[src/rtl/rtie_regfile.sv]
`default_nettype none
// 32x32 register file, two read ports with registered data, one write port.
// Reset contents come from per-entry valid bits; an invalid entry reads zero.
module rtie_regfile (
  input  logic        clk_i,
  input  logic        rst_ni,
  input  logic [4:0]  ra_i,
  input  logic [4:0]  rb_i,
  output logic [31:0] da_o,
  output logic [31:0] db_o,
  input  logic        we_i,
  input  logic [4:0]  wa_i,
  input  logic [31:0] wd_i
);
  logic [31:0] mem [32];
  logic [31:0] vld_q;
  logic [31:0] ra_q_d, rb_q_d;
  logic        va_q, vb_q;

  always_ff @(posedge clk_i) begin
    if (we_i) begin
      mem[wa_i] <= wd_i;
    end
    ra_q_d <= mem[ra_i];
    rb_q_d <= mem[rb_i];
  end

  always_ff @(posedge clk_i or negedge rst_ni) begin
    if (!rst_ni) begin
      vld_q <= '0;
      va_q  <= 1'b0;
      vb_q  <= 1'b0;
    end else begin
      va_q <= vld_q[ra_i] && (ra_i != 5'd0);
      vb_q <= vld_q[rb_i] && (rb_i != 5'd0);
      if (we_i) begin
        vld_q[wa_i] <= 1'b1;
      end
    end
  end

  assign da_o = va_q ? ra_q_d : '0;
  assign db_o = vb_q ? rb_q_d : '0;
endmodule
`default_nettype wire

[config.mk]
export PLATFORM = sky130hd
export DESIGN_NAME = rtie_regfile
export DESIGN_NICKNAME = d
export VERILOG_FILES = /design/src/rtl/rtie_regfile.sv
export SDC_FILE = /design/constraint.sdc
export NUM_CORES = 1
export LEC_CHECK = 0
export BUFFER_PORTS_ARGS = -buffer_cell sky130_fd_sc_hd__clkbuf_2
export CORE_MARGIN = 8
export CORE_UTILIZATION = 38
export CTS_CLUSTER_SIZE = 12
export DETAILED_ROUTE_END_ITERATION = 8
export PLACE_DENSITY = 0.54
export SYNTH_ARGS = -nofsm -noshare
export SYNTH_HDL_FRONTEND = slang
export SYNTH_SLANG_ARGS = --single-unit
[constraint.sdc]
create_clock -name clk_i -period 3.4 [get_ports clk_i]
set_input_delay 0.51 -clock clk_i [delete_from_list [all_inputs] [get_ports clk_i]]
set_output_delay 0.51 -clock clk_i [all_outputs]
set_load 0.05 [all_outputs]
Word level (Yosys, flattened, before mapping). Memories as Yosys holds them, arrays and structs flattened. A register that Yosys moved wholly into a read port is not among the register bits. Index checks and enable logic that the tools add are counted.

Bits in registers: 34. Bits in latches: 0. RAM bits: 1024. Bits in read-only memories: 0. Output and inout port bits: 64. Memories: 1.

$add $sub $neg: 0. Multipliers: 0. Div/mod/pow operators: 0. Order comparisons: 4. Eq/ne operators: 0. Shifts and indexed selects: 0. Multiplexer cells: 10. Bitwise operators: 1. Reductions and logical operators: 5.

Memories: mem (depth 32, width 32, rd ports 2, clocked after memory_dff 2, write ports 1, line 15) `logic [31:0] mem [32];`.

Operators with widths (count): $mux W32 (2); $or A32 B32 Y32 (1); $lt A5 B6 Y1 const B (3); $bmux W1 S5 (2); $reduce_bool A5 Y1 (2); $demux W1 S5 (1); $ge A5 B1 Y1 const B (1); $mux W1 (5); $logic_and A1 B1 Y1 (3).

Depth between registers and ports, before layout.
Word-level depth: 5. Mapped depth: 8. Depth with buffers taken out: 4.

Least setup slack after synthesis. No wires, ideal clock.

Path kind: input to register. From: input wa_i[0]. To: memory mem[12][0] (enable). Arrival: 2.541 ns. Path slack: 0.437 ns. Stages on the path: 3. Path buffers: 1. Cells stage by stage: or3b_2 > clkbuf_1 > nor2_1.

RTL lines: start, declared (line 12) `input logic [4:0] wa_i,`; end, declared (line 15).

No word-level cell before the write port.

Worst setup path in the final report.
From: register vb_q. To: output db_o[27].

Word-level cells in the longest chain between the ends: 1.

Ends and longest elaborated chain: start, declared (line 18) `logic va_q, vb_q;`; start signal, assigned (line 35) `vb_q <= vld_q[rb_i] && (rb_i != 5'd0);`; $mux W32 (line 43) `assign db_o = vb_q ? rb_q_d : '0;`; end, declared (line 10) `output logic [31:0] db_o,`.

No other way between the ends.

==> results <==
- In this run, CTS created clock tree buffers numbering ~120.
- The critical path launch point type is a flip-flop.
- The proportion of register bits with asynchronous set or reset after synthesis is 0.0303.
- The number of H-tree branching levels is 3.
- On the worst path, the slowest cell contributes a delay of between 0.8 and 0.9 ns.
- The number of distinct library cells after synthesis is 39.
- In the final layout, the multi-input gates occupy around 17,000 µm².
- The worst setup path is captured at an output port.
- The leading register cell type out of synthesis is sky130_fd_sc_hd__edfxtp_1.
- The number of max-slew violations in the final report is 0.
- Once layout is complete, the cells apart from fillers number approximately 4,900.
- The category of the critical setup timing path is flip-flop to output port.
- The iteration count of the initial detailed-routing pass is 6.
- The number of design rule violations left after detail routing is 0.
- For met2 alone, demand over resource in global routing was 0.377.
- The worst register-to-register path ends at ra_q_d[3].
- The synthesized net count is approximately 2,900.
- Setup violations remaining at the end of the flow were counted as 0.
- The synthesized cell area is 51,200 µm².
- The transition at the pin with the smallest max-transition slack is around 1.0 ns.
- The number of core rows is 134.
- Along the worst path, the maximum fanout reaches 17.
- The region available for standard cell placement spans 134,000 µm².
- The pin count of the biggest net entering global routing is between 70 and 80.
- The die boundary width is 383 µm.
- By instance count, the leading cell after synthesis is sky130_fd_sc_hd__edfxtp_1.
- In the post-synthesis netlist, the biggest area contributors are sky130_fd_sc_hd__edfxtp_1, sky130_fd_sc_hd__mux4_2, sky130_fd_sc_hd__mux2i_1.
- In the final layout, the share of cells above drive strength 1 is 0.326.
- The layer flagged by global routing as most heavily used is met2.
- The Yosys step of the flow raised 0 warnings.
- The count of flip-flops with a built-in enable after synthesis is 1,024.
- In the global route stage, met3 resource usage came out at 0.0414.
- The total wire length is 173 mm.
- The root buffer cell chosen for the clock tree is sky130_fd_sc_hd__clkbuf_16.
- The final period utilization is 0.855.
- The CTS tree is built.
- The HPWL after detailed placement is 104 mm.
- For this design the static power due to leakage is 19.5 nW.
- The total congestion overflow is 0.
- The critical path buffer and inverter count is 2.
- The total negative setup slack is 0 ns.
- The timing-limited maximum frequency is 344 MHz.
- The count of routing violations after the opening detailed-route iteration is 3,526.
- After filler insertion, the fill cell instance count of the layout stands at between 10,000 and 15,000.
- The clock skew is between 0.02 and 0.025 ns.
- Across the whole layout, storage elements account for between 30,000 and 40,000 µm².
- The post-detailed-route wirelength per cell is 35.6 µm.
- In the synthesized netlist, the cells that appear most often are sky130_fd_sc_hd__edfxtp_1, sky130_fd_sc_hd__mux2i_1, sky130_fd_sc_hd__mux4_2.
- The shortest period the worst path allows is 2.91 ns.
- For met1 alone, demand over resource in global routing was 0.311.
- Synthesis produced a netlist whose cell count is 2,827.
- The cell with the biggest individual delay on the critical path is sky130_fd_sc_hd__dfrtp_2.
- For this run, the post-layout net count is about 3,000.
- Input and output buffers added on the ports amount to about 110.
- The number of antenna violations at the first check in global routing is 15.
- The initial utilization of the core area, before any placement, comes to 0.384.
- In this run the number of cells on the critical path is 3.
- The clock passes through at most 3 buffers.
- Setup repair after global routing left no endpoint under its margin.
- The per-instance average area after synthesis is 18.1 µm².
- The number of global-route vias before repair is 31,494.
- The clock net in this run drives a total of 1,122 sinks.
- The worst hold path belongs to the class input port to flip-flop.
- Across every metal layer, demand over resource in global routing totals 0.231.
- At the later pin of the worst-skew pair, clock insertion delay measures 0.73 ns.
- The data required time at the worst endpoint is 2.89 ns.
- The detail route stage leaves a number of antenna-violating nets equal to 0.
- The final RePlAce weighted congestion is 0.829.
- The critical path ends at db_o[27].
- The die outline area is 147,000 µm².
- For the worst flop-to-flop path, the logic depth is 3.
- The worst-case vdd ir drop is about 0.43 mV.
- 114 I/O pins were placed.
- The largest area contributor in the netlist is sky130_fd_sc_hd__edfxtp_1.
- Once the clock tree was built, the setup fixing pass inserted 0 buffers.
- The signal on the critical path passes through buf_4 > and2_1 > clkbuf_2.
- The synthesized flop and latch total is 1,122.
- From synthesis to final layout, the design area changed by 14.6%.
- The die is between 300 and 400 µm tall.
- The number of vias in the routed layout is 30,532.
- The worst register-to-register path begins at mem[22][3].
- The area fraction of the dominant cell type after synthesis is 0.600.
- The first global-routing pass estimated approximately 240 mm of wire.
- Max-cap violations in this run came to 0.
- After clock tree synthesis, the clock-pin slew on the worst setup and hold paths is 0.07 ns.
- The portion of the post-synthesis area used by sequential elements is 0.642.
- Power spread over the standard cell area amounts to between 500 and 600 nW/µm².
- The final number of hold-violating endpoints came to 0.
- Setup slack on the worst reg-to-reg path comes out at 1.73 ns.
- The category of cells accounting for the largest share of critical-path delay is flip-flops.
- In this run the tightest slew margin relative to its limit is 0.322.
- Using the TritonRoute via totals, the vias-per-cell ratio works out to 6.27.
- The instance count after placement with tap cells included is approximately 4,600.
- The run finished with clean final reports.
- The critical path data arrival time is between 2 and 2.5 ns.
- Tracing the worst setup path back leads to its startpoint at vb_q.
[layout by cell type (no fill, tap or decap), types with 23 or more instances in the layout]
cell / count
sky130_fd_sc_hd__buf_12: 50
sky130_fd_sc_hd__mux4_2: 346
sky130_fd_sc_hd__a211oi_1: 66
sky130_fd_sc_hd__edfxtp_1: 1024
sky130_fd_sc_hd__clkbuf_1: 49
sky130_fd_sc_hd__mux2i_1: 353
sky130_fd_sc_hd__nand2_1: 67
sky130_fd_sc_hd__a221oi_2: 32
sky130_fd_sc_hd__nor2_4: 33
sky130_fd_sc_hd__buf_4: 113
sky130_fd_sc_hd__o22ai_1: 115
sky130_fd_sc_hd__a221oi_1: 87
sky130_fd_sc_hd__dfrtp_1: 33
sky130_fd_sc_hd__a22oi_1: 35
sky130_fd_sc_hd__or2_2: 32
sky130_fd_sc_hd__mux2_2: 93
sky130_fd_sc_hd__clkbuf_16: 123
sky130_fd_sc_hd__dfxtp_1: 64
sky130_fd_sc_hd__nor2_1: 23
sky130_fd_sc_hd__clkbuf_2: 103
sky130_fd_sc_hd__and2_1: 65
sky130_fd_sc_hd__a21oi_1: 32
[state kept, by name, indices dropped and copies added, names as in the netlist]
name    count
mem      1024
ra_q_d     32
rb_q_d     32
va_q        1
vb_q        1
vld_q      32
[kinds of logic after synthesis]
logic type | count (synthesis) | synth area share
DFF | 1122 | 0.642
muxes | 792 | 0.241
AOI/OAI and AO/OA | 425 | 0.0648
and+or+nand+nor | 255 | 0.0254
buffers and inverters | 233 | 0.0267
[through the flow]
step	instance area [µm²]	setup WS [ns]	hold WS, ns	power [W]	util
floorplan	51200	0.437	0.214	0.0180	-
global placement	54800	0.611	0.464	0.0192	0.410
detailed placement	54800	0.633	0.473	0.0193	0.410
CTS	58700	0.421	0.0696	0.0321	0.439
global route	58700	0.444	0.113	0.0328	0.439
finish	58700	0.493	0.122	0.0319	0.439
[report_power, final]
group          switching, W  internal, W
combinational       0.00211      0.00125
clock               0.00541      0.00750
sequential         0.000268       0.0154
[cell type report]
type	count	area share
inverters	1	0.0000639
flip-flops and latches	1122	0.560
repair buffers	273	0.0420
clock inverters	35	0.00565
well taps	1768	0.0377
multi-input cells	1472	0.294
clock buffers	191	0.0600
diodes	6	0.000256
[layer usage]
metal	wire, µm	share of wire	up-vias
met5	64	0.00037	-
met2	82700	0.48	1480
met4	6250	0.036	8
met3	14000	0.081	328
li1	-	-	12256
met1	70200	0.41	16460
[how the worst min path moves through the flow]
stage	startpoint	endpoint	depth (start not counted)
6_report	ra_i[0]	ra_q_d[20]	3
5_1_grt	ra_i[0]	ra_q_d[20]	3
4_1_cts	ra_i[0]	ra_q_d[20]	3
3_5_place_dp	vld_q[14]	vld_q[14]	1
3_3_place_gp	vld_q[5]	vld_q[5]	1
2_1_floorplan	rst_ni	va_q	0
[repair_timing]
item                                   CTS  global route
resized for setup                        0             0
endpoints found under the hold margin   34             0
hold buffers                             1             0
[tightest hold or removal path, stage by stage]
cell                       delay (ns)
sky130_fd_sc_hd__buf_8           0.14
sky130_fd_sc_hd__nand2_1         0.09
sky130_fd_sc_hd__a221oi_2        0.05
No activity file was read; power rests on OpenSTA's default activity.
