==> config.mk <==
export PLATFORM = sky130hd
export DESIGN_NAME = rtie_divider
export DESIGN_NICKNAME = d
export VERILOG_FILES = /design/src/rtl/rtie_pkg.sv /design/src/rtl/rtie_divider.sv
export SDC_FILE = /design/constraint.sdc
export NUM_CORES = 1
export LEC_CHECK = 0
export ABC_AREA = 1
export BUFFER_PORTS_ARGS = -buffer_cell sky130_fd_sc_hd__buf_2
export CAP_MARGIN = 20
export CORE_MARGIN = 5
export CORE_UTILIZATION = 38
export CTS_CLUSTER_SIZE = 28
export DETAILED_ROUTE_END_ITERATION = 8
export PLACE_DENSITY = 0.66
export RECOVER_POWER = 100
export REMOVE_ABC_BUFFERS = 1
export SLEW_MARGIN = 20
export SYNTH_ARGS = -nofsm -noshare
export SYNTH_HDL_FRONTEND = slang
export SYNTH_SLANG_ARGS = --single-unit
==> constraint.sdc <==
create_clock -name clk_i -period 4.48 [get_ports clk_i]
set_input_delay 0.224 -clock clk_i [delete_from_list [all_inputs] [get_ports clk_i]]
set_output_delay 0.224 -clock clk_i [all_outputs]
set_load 0.01 [all_outputs]
==> src/rtl/rtie_pkg.sv <==
`default_nettype none
package rtie_pkg;

  typedef enum logic [4:0] {
    CmdAdd   = 5'd0,  CmdAddu = 5'd1,  CmdSub  = 5'd2,  CmdSubu = 5'd3,
    CmdMult  = 5'd4,  CmdMultu = 5'd5, CmdDiv  = 5'd6,  CmdDivu = 5'd7,
    CmdAnd   = 5'd8,  CmdNor  = 5'd9,  CmdOr   = 5'd10, CmdXor  = 5'd11,
    CmdSll   = 5'd12, CmdSllv = 5'd13, CmdSrl  = 5'd14, CmdSra  = 5'd15,
    CmdSrlv  = 5'd16, CmdSrav = 5'd17, CmdSlt  = 5'd18, CmdSltu = 5'd19,
    CmdJr    = 5'd20, CmdJalr = 5'd21, CmdMfhi = 5'd22, CmdMflo = 5'd23
  } cmd_e;

  localparam logic [4:0]  LinkReg = 5'd31;
  localparam logic [31:0] PcStep  = 32'd4;

  typedef struct packed {
    logic [4:0]  cmd;
    logic [31:0] instr;
    logic [31:0] cur_pc;
  } in_t;

  typedef struct packed {
    logic        wr_en;
    logic [4:0]  wr_index;
    logic [31:0] wr_value;
    logic        jump;
    logic [31:0] jump_target;
    logic        div_zero;
  } out_t;

  // divider request / response
  typedef struct packed {
    logic        start;
    logic        sgn;
    logic [31:0] a;
    logic [31:0] b;
  } div_req_t;

  typedef struct packed {
    logic        done;
    logic [31:0] quo;
    logic [31:0] rem;
  } div_rsp_t;

endpackage
`default_nettype wire

==> src/rtl/rtie_divider.sv <==
`default_nettype none
// Radix-2 restoring divider on magnitudes, one quotient bit per cycle.
module rtie_divider (
  input  logic                clk_i,
  input  logic                rst_ni,
  input  rtie_pkg::div_req_t  req_i,
  output rtie_pkg::div_rsp_t  rsp_o
);
  logic [31:0] rem_q, rem_d, quo_q, quo_d, den_q, den_d;
  logic [5:0]  cnt_q, cnt_d;
  logic        busy_q, busy_d, nq_q, nq_d, nr_q, nr_d, done_q, done_d;
  logic [32:0] trial;
  logic [32:0] shifted;
  logic [31:0] ma, mb;

  always_comb begin
    ma = (req_i.sgn && req_i.a[31]) ? 32'd0 - req_i.a : req_i.a;
    mb = (req_i.sgn && req_i.b[31]) ? 32'd0 - req_i.b : req_i.b;
    shifted = {rem_q, quo_q[31]};
    trial = shifted - {1'b0, den_q};
    rem_d = rem_q; quo_d = quo_q; den_d = den_q; cnt_d = cnt_q;
    busy_d = busy_q; nq_d = nq_q; nr_d = nr_q; done_d = 1'b0;
    if (req_i.start) begin
      rem_d = '0; quo_d = ma; den_d = mb; cnt_d = 6'd32; busy_d = 1'b1;
      nq_d = req_i.sgn && (req_i.a[31] ^ req_i.b[31]);
      nr_d = req_i.sgn && req_i.a[31];
    end else if (busy_q) begin
      // advance one quotient bit
      if (!trial[32]) begin
        rem_d = trial[31:0];
        quo_d = {quo_q[30:0], 1'b1};
      end else begin
        rem_d = shifted[31:0];
        quo_d = {quo_q[30:0], 1'b0};
      end
      cnt_d = cnt_q - 6'd1;
      if (cnt_q == 6'd1) begin
        busy_d = 1'b0;
        done_d = 1'b1;
      end
    end
  end

  always_ff @(posedge clk_i or negedge rst_ni) begin
    if (!rst_ni) begin
      busy_q <= 1'b0; done_q <= 1'b0; cnt_q <= '0;
    end else begin
      busy_q <= busy_d; done_q <= done_d; cnt_q <= cnt_d;
    end
  end

  always_ff @(posedge clk_i) begin
    rem_q <= rem_d; quo_q <= quo_d; den_q <= den_d; nq_q <= nq_d; nr_q <= nr_d;
  end

  assign rsp_o.done = done_q;
  assign rsp_o.quo  = nq_q ? 32'd0 - quo_q : quo_q;
  assign rsp_o.rem  = nr_q ? 32'd0 - rem_q : rem_q;
endmodule
`default_nettype wire

# After elaboration in Yosys (flattened, before gate mapping)
# Index checks and enable logic that the tools add are counted.
[totals]
romBits = 0
elab_cells = 36
memories = 0
ramBits = 0
in_bits = 68
register_bits = 106
latch_bits = 0
[op_classes]
n_bitwise = 1
add_sub_neg = 6
multipliers = 0
reduce_logical = 4
shifts = 0
mux = 16
eq_ne = 1
n_div = 0
n_lt_le_gt_ge = 0
[op_table]
columns = ["op", "n"]
rows = [
  ["two-way mux 32 bit", 7],
  ["subtractor 1 x 32 -> 32 bit, first input constant", 4],
  ["subtractor 33 x 32 -> 33 bit", 1],
  ["two-way mux 6 bit", 2],
  ["two-way mux 1 bit", 7],
  ["== test 6 x 1 -> 1 bit, second input constant", 1],
  ["subtractor 6 x 1 -> 6 bit, second input constant", 1],
  ["logical AND 1 bit", 3],
  ["nonzero test 2 bit", 1],
  ["XOR 1 bit", 1],
]

# Longest topological paths before layout
# Gate-level depths: netlist of the first run.
[logic_depth]
word_depth = 4
ltp_mapped = 18
ltp_nobuf = 17

# Least setup slack after synthesis of the first run
# OpenSTA, ideal clock, no wires.
[synth_path]
path_kind = "reg2reg"
start = "register quo_q[31]"
end = "register quo_q[0] (data pin)"
stages_incl_launch_ff = 17
setup_ns = 0.267
synth_period_minus_slack_ns = 2.271
setup_slack_ns = 2.209
arrival_time_ns = 2.004
path_buffers = 1
cell_sequence = "edfxtp_1 > inv_1 > ha_1 > fa_1 > inv_1 > nand2_1 > nand2_1 > nand3_1 > nand2_2 > nand2_1 > nand2_2 > nand2_4 > nand2_4 > nand2_2 > nand2_4 > buf_6 > o21ai_0"
[synth_via]
elab_chain_len = 4
[synth_lines]
columns = ["element", "line", "rtl"]
rows = [
  ["from (decl)", "rtie_divider.sv:9", "logic [31:0] rem_q, rem_d, quo_q, quo_d, den_q, den_d;"],
  ["from (signal assigned)", "rtie_divider.sv:53", "rem_q <= rem_d; quo_q <= quo_d; den_q <= den_d; nq_q <= nq_d; nr_q <= nr_d;"],
  ["subtractor 33 x 32 -> 33 bit", "rtie_divider.sv:20", "trial = shifted - {1'b0, den_q};"],
  ["two-way mux 1 bit", "rtie_divider.sv:29", "if (!trial[32]) begin"],
  ["two-way mux 32 bit", "rtie_divider.sv:27", "end else if (busy_q) begin"],
  ["two-way mux 32 bit", "rtie_divider.sv:23", "if (req_i.start) begin"],
  ["net quo_d[0]", "rtie_divider.sv:9", ""],
]
# The timed path passes the listed nets, and every way through them passes these cells. The select of a mux whose other input is x is not followed.
# A chain may end at the register's enable or synchronous reset.

# Worst setup path after layout of the first run
# Same ends and word-level chain as after synthesis.

==> results of run 1 <==
[routing by layer]
layer | vias up | track usage, % | wire length, µm
met5 | - | 0 | 61
li1 | 5196 | - | -
met4 | 10 | 6.12 | 709
met2 | 315 | 33.2 | 13900
met1 | 4540 | 25.1 | 13200
met3 | 54 | 3.43 | 1750
[critical path: cells and delay by family, from the launching register on]
family	cells	cell delay [ps]
simple gates	10	1870
flops	1	370
fa+ha+maj	2	640
compound gates	1	180
buf+inv	2	180
[logic make-up (layout without fill, tap and decap cells)]
group | count (synthesis) | in the layout
AOI/OAI and AO/OA | 128 | 128
DFF | 106 | 106
other | 0 | 1
xor gates and xnor gates | 114 | 114
adders and majority gates | 39 | 39
buffers and inverters | 330 | 450
and+or+nand+nor | 874 | 874
[sequential cells by signal, summed over array words and instances (netlist names)]
| signal | cells |
|---|---|
| rem_q | 32 |
| busy_q | 1 |
| done_q | 1 |
| cnt_q | 6 |
| quo_q | 32 |
| nr_q | 1 |
| nq_q | 1 |
| den_q | 32 |
[where the power goes]
part	total [W]	switching [W]	internal [W]
logic	0.00107	0.000708	0.000358
clock network	0.000835	0.000392	0.000443
registers	0.00123	0.0000828	0.00115
total	0.00313	0.00118	0.00195
[final timing paths]
kind,from,end,slack (ps),cells past startpoint
min in group asynchronous,rst_ni,cnt_q[5],340,2
setup reg to reg,quo_q[31],quo_q[0],920,15
max in group asynchronous,rst_ni,cnt_q[4],3810,2
setup / recovery,quo_q[31],quo_q[0],920,15
hold reg to reg,rem_q[1],rem_q[1],480,2
hold / removal,req_i[0],den_q[0],150,1
[timing repair]
action | in CTS | in global routing
endpoints found under the setup margin | 0 | 0
hold buffers | 1 | 0
endpoints found under the hold margin | 8 | 0
[final cells by class]
type | count | area (µm²) | area share [%]
Timing Repair Buffer | 137 | 608 | 5.41
Sequential cell | 106 | 2820 | 25.1
Multi-Input combinational cell | 1155 | 5980 | 53.1
Clock inverter | 7 | 80.1 | 0.712
Antenna cell | 1 | 2.50 | 0.0222
Clock buffer | 9 | 225 | 2.00
Tap cell | 335 | 419 | 3.73
Inverter | 297 | 1110 | 9.91
[per-stage QoR]
stage	setup slack (ps)	cell area [µm²]	util [%]
after floorplan	1790	9930	-
after global placement	1850	11000	42.3
after detailed placement	1820	11000	42.3
after CTS	1500	11400	43.5
after global routing	643	11200	43.0
final	924	11200	43.0
[synthesized netlist by cell type (all sizes together) (4+ instances only)]
master | number | area (µm²)
nor4 | 6 | 37.5
a31oi | 7 | 43.8
nor3 | 28 | 161
nand2 | 530 | 2080
nand3b | 4 | 30.0
ha | 38 | 475
buf | 11 | 105
nor2 | 134 | 515
a21o | 4 | 31.3
xnor2 | 26 | 228
o21ai | 68 | 340
o31ai | 6 | 45.0
or2 | 8 | 50.1
nand3 | 121 | 618
dfxtp | 32 | 641
nand4 | 27 | 169
edfxtp | 66 | 1980
a21oi | 31 | 174
inv | 297 | 1110
and3 | 4 | 26.3
and2 | 9 | 58.8
clkbuf | 22 | 82.6
dfrtp | 8 | 200
o21bai | 4 | 30.0
xor2 | 88 | 771
==> impl_metrics.json, run 1 <==
{
  "status": "complete, but fails checks",
  "violations": "capacitance limit, slew limit",
  "synth_edf_count": 66,
  "final_layout_size_suffix_gt1_share_pct": 7.42,
  "antenna_found_initial": 5,
  "total_power_w": 0.00313,
  "setup_viol": 0,
  "vdd_drop_max_mv": 0.188,
  "rows": 59,
  "worstSetupPathType": "flop to flop",
  "async_reset_ff_share_pct": 7.55,
  "period_share_pct": 79.4,
  "cts.repair.resized": 0,
  "p_leak_nw": 5.97,
  "grt_remaining_overflow": 0,
  "ant_nets": 0,
  "timing.setup.tns_ps": 0,
  "synth.distinct_cells": 52,
  "final_cell_mix": "512 x nand2_1, 293 x inv_1, 128 x nor2_1, 120 x nand3_1, 88 x xor2_1",
  "initial_core_util_pct": 38.7,
  "layout_commonest_cell": "nand2_1",
  "dp.cells": 2029,
  "drv_slew": 81,
  "syn_area_mm2": 0.0101,
  "max_freq_mhz": 281,
  "dieHeight_um": 173,
  "io_pins": 133,
  "ys_warn_count": 0,
  "gr-usage-all-layers_pct": 19.4,
  "place_congestion": 0.924,
  "worstMarginPinSlew_ps": 2230,
  "clock_path_buffers": 2,
  "fin_nets": 1813,
  "synth_simple_gate_area_share_pct": 37.3,
  "viasPerCell": 4.94,
  "wl_mm": 29.7,
  "synth_top_family_by_area": "simple AND/OR/NAND/NOR gates",
  "post_cts_buffers": 0,
  "hold_violations": 0,
  "first_global_vias": 9739,
  "grt_pass1_wl_mm": 48.4,
  "yosys_register_bits": 106,
  "cp_data_arrival_time_ps": 3610,
  "cts_root_buffer": "clkbuf_16",
  "core-area_mm2": 0.0261,
  "yosysSeqAreaShare_pct": 27.9,
  "port_buffers": 132,
  "rsz0062_at_grt": "false",
  "synth.avg_cell_area_um2": 6.36,
  "post_drt_wl_per_cell_um": 14.5,
  "cts_tree": "built",
  "path_cells": "inv_1, ha_1, fa_1, inv_1, nand2_1, nand2_1, nand3_1, nand2_1, nand2_1, nand2_1, nand2_4, nand2_4, nand2_1, nand2_1, o21ai_0",
  "h-tree-depth": 3,
  "grt_max_degree": 47,
  "cp_common_cell": "nand2_1",
  "crit_slowest_cell": "nand2_1",
  "num_vias": 10100,
  "syn2layout_area_growth_pct": 11.2,
  "relSlewSlack_pct": -48.8,
  "clock-sinks": 106,
  "synth_compound_area_share_pct": 7.19,
  "power_density_mw_per_mm2": 278,
  "synth_mux_area_share_pct": 0,
  "insertion_delay_ps": 360,
  "cap_violations": 2,
  "drc": 0,
  "clkTransAtPathRegs_ps": 70,
  "numCtsBuffers": 9,
  "cp_max_fo": 33,
  "drtIter0Drc": 830,
  "dieWidth_um": 173,
  "period_minus_slack_ps": 3560,
  "fin_skew_ps": 10.5,
  "cp.required_ps": 4540,
  "dp_hpwl_mm": 24.2,
  "crit_path_start_kind": "flop",
  "fin_hold_ws_ps": 148,
  "synth_fa_ha_area_share_pct": 4.90,
  "synth_flop_cell": "edfxtp_1",
  "stdcell_count": 2047,
  "die_area_mm2": 0.0300,
  "end_kind": "flop",
  "synth_cells": 1591,
  "synthXorXnorAreaFrac_pct": 9.87,
  "min-delay-path-class": "primary input to flop",
  "max_stage_delay_ps": 1050,
  "first_pass_iters": 5,
  "fillCellCount": 2815
}
No activity file was read; power rests on OpenSTA's default activity.
==> run 2: changes to the inputs <==
==> constraint.sdc (replaced) <==
create_clock -name clk_i -period 3.6 [get_ports clk_i]
set_input_delay 0.18 -clock clk_i [delete_from_list [all_inputs] [get_ports clk_i]]
set_output_delay 0.18 -clock clk_i [all_outputs]
set_load 0.01 [all_outputs]
==> impl_metrics.json, run 2 (same netlist as run 1, synthesis figures left out) <==
{
  "clkPwrFrac_pct": 26.8,
  "pwr-share-comb_pct": 34.3,
  "post_drt_wl_per_cell_um": 14.5,
  "whs_path_depth": 1,
  "io_pins": 133,
  "place_congestion": 0.950,
  "rows": 59,
  "drc": 0,
  "port_buffers": 132,
  "cts_tree": "built",
  "dp_hpwl_mm": 24.1,
  "fin_hold_ws_ps": 96.0,
  "crit_path_start_kind": "flop",
  "vdd_drop_max_mv": 0.198,
  "initial_core_util_pct": 38.7,
  "num_vias": 10200,
  "power_density_mw_per_mm2": 347,
  "cp.required_ps": 3420,
  "clock_path_buffers": 2,
  "antenna_found_initial": 6,
  "cp_max_fo": 8,
  "crit_slowest_cell": "nor2_1",
  "insertion_delay_ps": 370,
  "violations": "capacitance limit, slew limit",
  "period_share_pct": 85.8,
  "p_sw_share_pct": 38.1,
  "first_global_vias": 9696,
  "netSwitchingPower_w": 0.00149,
  "hold_violations": 0,
  "internal_power_w": 0.00242,
  "end_kind": "output port",
  "viasPerCell": 4.95,
  "h-tree-depth": 3,
  "period_minus_slack_ps": 3090,
  "rsz0062_at_grt": "false",
  "max_stage_delay_ps": 580,
  "grt_pass1_wl_mm": 48.3,
  "cap_violations": 1,
  "core-area_mm2": 0.0261,
  "dieWidth_um": 173,
  "layout_commonest_cell": "nand2_1",
  "grt_remaining_overflow": 0,
  "relSlewSlack_pct": -7.62,
  "clkTransAtPathRegs_ps": 80,
  "p_leak_nw": 5.99,
  "die_area_mm2": 0.0300,
  "pwr-share-seq_pct": 38.9,
  "cp_data_arrival_time_ps": 2910,
  "syn2layout_area_growth_pct": 11.5,
  "drtIter0Drc": 829,
  "numCtsBuffers": 9,
  "grt_max_degree": 44,
  "status": "complete, but fails checks",
  "fin_nets": 1816,
  "setup_viol": 0,
  "r2r_cells": 15,
  "final_cell_mix": "513 x nand2_1, 294 x inv_1, 128 x nor2_1, 120 x nand3_1, 88 x xor2_1",
  "fin_skew_ps": 15.3,
  "ant_nets": 0,
  "gr-usage-all-layers_pct": 19.4,
  "timing.setup.tns_ps": 0,
  "final_layout_size_suffix_gt1_share_pct": 7.47,
  "drv_slew": 34,
  "dieHeight_um": 173,
  "worstSetupPathType": "flop to output port",
  "min-delay-path-class": "primary input to flop",
  "first_pass_iters": 7,
  "cts_root_buffer": "clkbuf_16",
  "wl_mm": 29.7,
  "max_freq_mhz": 324,
  "clock-sinks": 106,
  "path_cells": "inv_1, nand3_1, nor3_1, nand4_1, nor2_1, a31oi_1, xor2_1, clkbuf_1",
  "cts.repair.resized": 0,
  "worstMarginPinSlew_ps": 1610,
  "top_regs": "den_q (32), quo_q (32), rem_q (32)"
}
run 2: power groups by stage:
stage	Sequential [W]	Clock [W]	Combinational (W)
after floorplan	0.00153	0	0.000871
after global placement	0.00155	0	0.00137
after detailed placement	0.00155	0	0.00139
after CTS	0.00152	0.00107	0.00139
after global routing	0.00154	0.00112	0.00151
final	0.00152	0.00105	0.00134
run 2: layout make-up:
class	count	area, µm²
fill	2846	14800
tap	335	419
multi-input combinational	1155	5970
sequential	106	2820
clock buffer	11	264
timing repair buffer	140	636
antenna	3	7.51
clock inverter	5	51.3
inverter	297	1110
run 2: routing by layer:
layer / share of wire, % / track usage (%) / wire length [µm] / up-vias
met3: 6.5 / 3.76 / 1930 / 55
li1: - / - / - / 5215
met2: 46 / 32.8 / 13800 / 294
met5: 0.13 / 0 / 38 / -
met4: 3.0 / 7.48 / 896 / 8
met1: 44 / 24.6 / 13000 / 4583
run 2: worst paths after layout:
path	startpoint	to	slack (ps)
max in group asynchronous	rst_ni	cnt_q[5]	3040
min in group asynchronous	rst_ni	cnt_q[0]	260
hold reg to reg	rem_q[1]	rem_q[1]	490
hold / removal	req_i[0]	den_q[0]	100
setup reg to reg	quo_q[31]	quo_q[0]	570
setup / recovery	rem_q[0]	rsp_o[15]	510
run 2: what timing repair did:
action                     in CTS  in global routing
hold endpoints to repair        8                  0
setup endpoints to repair       0                  0
buffers inserted                0                  0
hold buffers                    1                  0
run 2: per-stage QoR:
stage	instances	setup WS (ps)	instance area, µm²	power (W)	utilization, %
floorplan	1558	911	9930	0.00240	-
global placement	2032	986	11100	0.00292	42.4
detailed placement	2032	925	11100	0.00293	42.4
CTS	2049	666	11400	0.00399	43.6
global route	2051	270	11300	0.00417	43.2
finish	2052	513	11300	0.00392	43.2
run 2: worst max-delay path: cells and delay by family, from the launching register on:
family	cells	cell delay, ps
AND/OR/NAND/NOR	4	1250
XOR/XNOR	1	380
buffers and inverters	2	350
flip-flops	1	340
AO/OA/AOI/OAI	1	210
==> run 3: changes to the inputs <==
--- a/config.mk
+++ b/config.mk
@@ -5,14 +5,13 @@
 export SDC_FILE = /design/constraint.sdc
 export NUM_CORES = 1
 export LEC_CHECK = 0
-export ABC_AREA = 1
-export BUFFER_PORTS_ARGS = -buffer_cell sky130_fd_sc_hd__buf_2
 export CAP_MARGIN = 20
 export CORE_MARGIN = 5
 export CORE_UTILIZATION = 38
 export CTS_CLUSTER_SIZE = 28
 export DETAILED_ROUTE_END_ITERATION = 8
-export PLACE_DENSITY = 0.66
+export DONT_BUFFER_PORTS = 1
+export PLACE_DENSITY = 0.62
 export RECOVER_POWER = 100
 export REMOVE_ABC_BUFFERS = 1
 export SLEW_MARGIN = 20
==> impl_metrics.json, run 3 <==
{
  "cp_num_cells": 9,
  "clock_path_buffers": 2,
  "rows": 54,
  "end_kind": "output port",
  "grt_pass1_wl_mm": 35.4,
  "wl_mm": 22.0,
  "die_area_mm2": 0.0255,
  "dieHeight_um": 160,
  "cp_common_cell": "or4_4",
  "total_power_w": 0.00667,
  "critPathBufInv": 0,
  "yosys.area.top_type_share_pct": 23.3,
  "grt_max_degree": 72,
  "violations": "setup timing",
  "status": "complete, but fails checks",
  "p_leak_nw": 3.72,
  "drv_slew": 0,
  "yosys.area.top_type": "edfxtp_1",
  "top_regs": "den_q (32), quo_q (32), rem_q (32)",
  "rsz0062_at_grt": "true",
  "fin_ws_ps": -8.73,
  "fin_skew_ps": 9.25,
  "place_area_mm2": 0.00888,
  "fillCellCount": 2135,
  "ant_nets": 0,
  "ys_warn_count": 0,
  "dieWidth_um": 160,
  "period_share_pct": 100,
  "power_density_mw_per_mm2": 698,
  "synth.distinct_cells": 59,
  "setup_viol": 2,
  "post_drt_wl_per_cell_um": 17.0,
  "io_pins": 133,
  "cp_max_fo": 3,
  "worstMarginPinSlew_ps": 1140,
  "gr-usage-all-layers_pct": 16.9,
  "first_pass_iters": 5,
  "syn_area_mm2": 0.00851,
  "synth_cells": 999,
  "hold_violations": 0,
  "final_layout_size_suffix_gt1_share_pct": 10.5,
  "stdcell_area_mm2": 0.00955,
  "fin_nets": 1116,
  "yosys_register_bits": 106,
  "viasPerCell": 5.48,
  "clkTransAtPathRegs_ps": 70,
  "cts_tree": "built",
  "worstSetupPathType": "flop to output port",
  "cp.required_ps": 3420,
  "dp_hpwl_mm": 16.6,
  "max_freq_mhz": 277,
  "whs_path_depth": 1,
  "critical_path.top_delay_family": "simple AND/OR/NAND/NOR gates",
  "relSlewSlack_pct": 23.7,
  "final_cell_mix": "114 x nor2_1, 96 x xnor2_1, 86 x a21oi_1, 66 x edfxtp_1, 57 x nand2_1",
  "port_buffers": 0,
  "crit_path_start_kind": "flop",
  "vdd_drop_max_mv": 0.296,
  "numCtsBuffers": 9,
  "path_cells": "nor2_4, nand3_2, or4_4, or4_4, or4_4, or4_4, or3_4, o31ai_4, xnor2_2",
  "crit_slowest_cell": "or4_4",
  "async_reset_ff_share_pct": 7.55,
  "antenna_cells": 0,
  "max_stage_delay_ps": 450,
  "grt_remaining_overflow": 0,
  "core-area_mm2": 0.0220,
  "synth_flop_cell": "edfxtp_1",
  "initial_core_util_pct": 38.8,
  "clock-sinks": 106,
  "antenna_found_initial": 0,
  "syn2layout_area_growth_pct": 12.2,
  "r2r_cells": 13,
  "synth.avg_cell_area_um2": 8.52,
  "layout_commonest_cell": "nor2_1",
  "synth.most_common_cell": "nor2_1",
  "fin_hold_ws_ps": 19.6,
  "synth_edf_count": 66,
  "yosysSeqAreaShare_pct": 33.2,
  "min-delay-path-class": "primary input to flop",
  "place_congestion": 0.877,
  "drc": 0,
  "yosys-top-cells-count": "116 x nor2_1, 102 x xnor2_1, 86 x a21oi_1",
  "first_global_vias": 6713,
  "period_minus_slack_ps": 3610,
  "insertion_delay_ps": 360,
  "cp_data_arrival_time_ps": 3430,
  "num_vias": 7094,
  "h-tree-depth": 3,
  "cap_violations": 0,
  "drtIter0Drc": 311,
  "cts_root_buffer": "clkbuf_16",
  "synth_area_leaders": "edfxtp_1 23%, xnor2_1 10%, dfxtp_1 7.5%"
}
[run 3: changes by cell type after synthesis, sizes merged, moves of 28 or more]
| cell | previous run | this run |
|---|---|---|
| nand3 | 121 | 10 |
| nand2 | 530 | 57 |
| inv | 297 | 57 |
| xor2 | 88 | 50 |
| a211oi | 0 | 28 |
| a21oi | 31 | 86 |
| xnor2 | 26 | 102 |
[run 3: layout make-up]
class / count / area (µm²) / area share, %
clock inverter: 6 / 41.3 / 0.432
inverter: 58 / 219 / 2.29
sequential: 106 / 2830 / 29.6
multi-input combinational: 787 / 5500 / 57.5
timing repair buffer: 47 / 375 / 3.93
clock buffer: 10 / 239 / 2.50
tap: 280 / 350 / 3.67
[run 3: report_power, final]
part / switching, W / total [W] / internal, W / leakage [nW]
Clock: 0.000479 / 0.000969 / 0.000491 / 0.143
Combinational: 0.00206 / 0.00375 / 0.00169 / 2.56
Sequential: 0.000371 / 0.00194 / 0.00157 / 1.02
[run 3: final timing paths]
| check | startpoint | endpoint | slack [ps] |
|---|---|---|---|
| max in group asynchronous | rst_ni | cnt_q[5] | 3150 |
| min in group asynchronous | rst_ni | cnt_q[1] | 180 |
| max reg2reg | quo_q[31] | rem_q[26] | 230 |
| min reg2reg | cnt_q[5] | cnt_q[5] | 530 |
| min | req_i[19] | den_q[19] | 20 |
| max | rem_q[3] | rsp_o[29] | -9 |
[run 3: logic make-up (layout without fill, tap and decap cells)]
group                    Yosys count  in the layout  synth area share (%)
AO/OA/AOI/OAI                    252            252                  18.7
XOR/XNOR                         152            152                  15.6
adder cells (fa/ha/maj)           39             39                  5.82
buffers and inverters            106            121                  4.85
flip-flops                       106            106                  33.2
multiplexers                      28             28                  3.34
AND/OR/NAND/NOR                  316            316                  18.5
[run 3: layer usage]
layer  part of all wire (%)  global-route usage (%)  vias up
li1                       -                       -     3597
met1                     44                    21.0     3347
met2                     50                    29.4      126
met3                    4.6                    3.14       24
met4                    2.3                    5.92        0
met5                      0                       0        -
[run 3: per-stage QoR]
| stage | setup TNS, ps | setup slack, ps | utilization [%] | instances |
|---|---|---|---|---|
| final | -17.3 | -8.73 | 43.5 | 1294 |
| after global routing | -385 | -106 | 43.5 | 1294 |
| after CTS | -49.1 | -24.8 | 42.8 | 1282 |
| after detailed placement | 0 | 66.3 | 40.4 | 1255 |
| after global placement | 0 | 52.8 | 40.4 | 1255 |
| after floorplan | -43530 | -1520 | - | 951 |
[run 3: repair_timing]
action                                  4_1_cts  5_1_grt
resized for setup                            27       16
endpoints found under the hold margin        80        0
buffers inserted                              8       11
hold buffers                                  4        0
endpoints found under the setup margin        9       41
pin swaps                                     1        2
[run 3: worst register-to-register path, delay by kind of cell (launching register included)]
family,cells,cell delay [ps]
compound gates,6,1110
simple gates,1,180
xor+xnor,1,340
buf+inv,2,320
fa+ha+maj,2,630
flops,1,400
mux,1,200
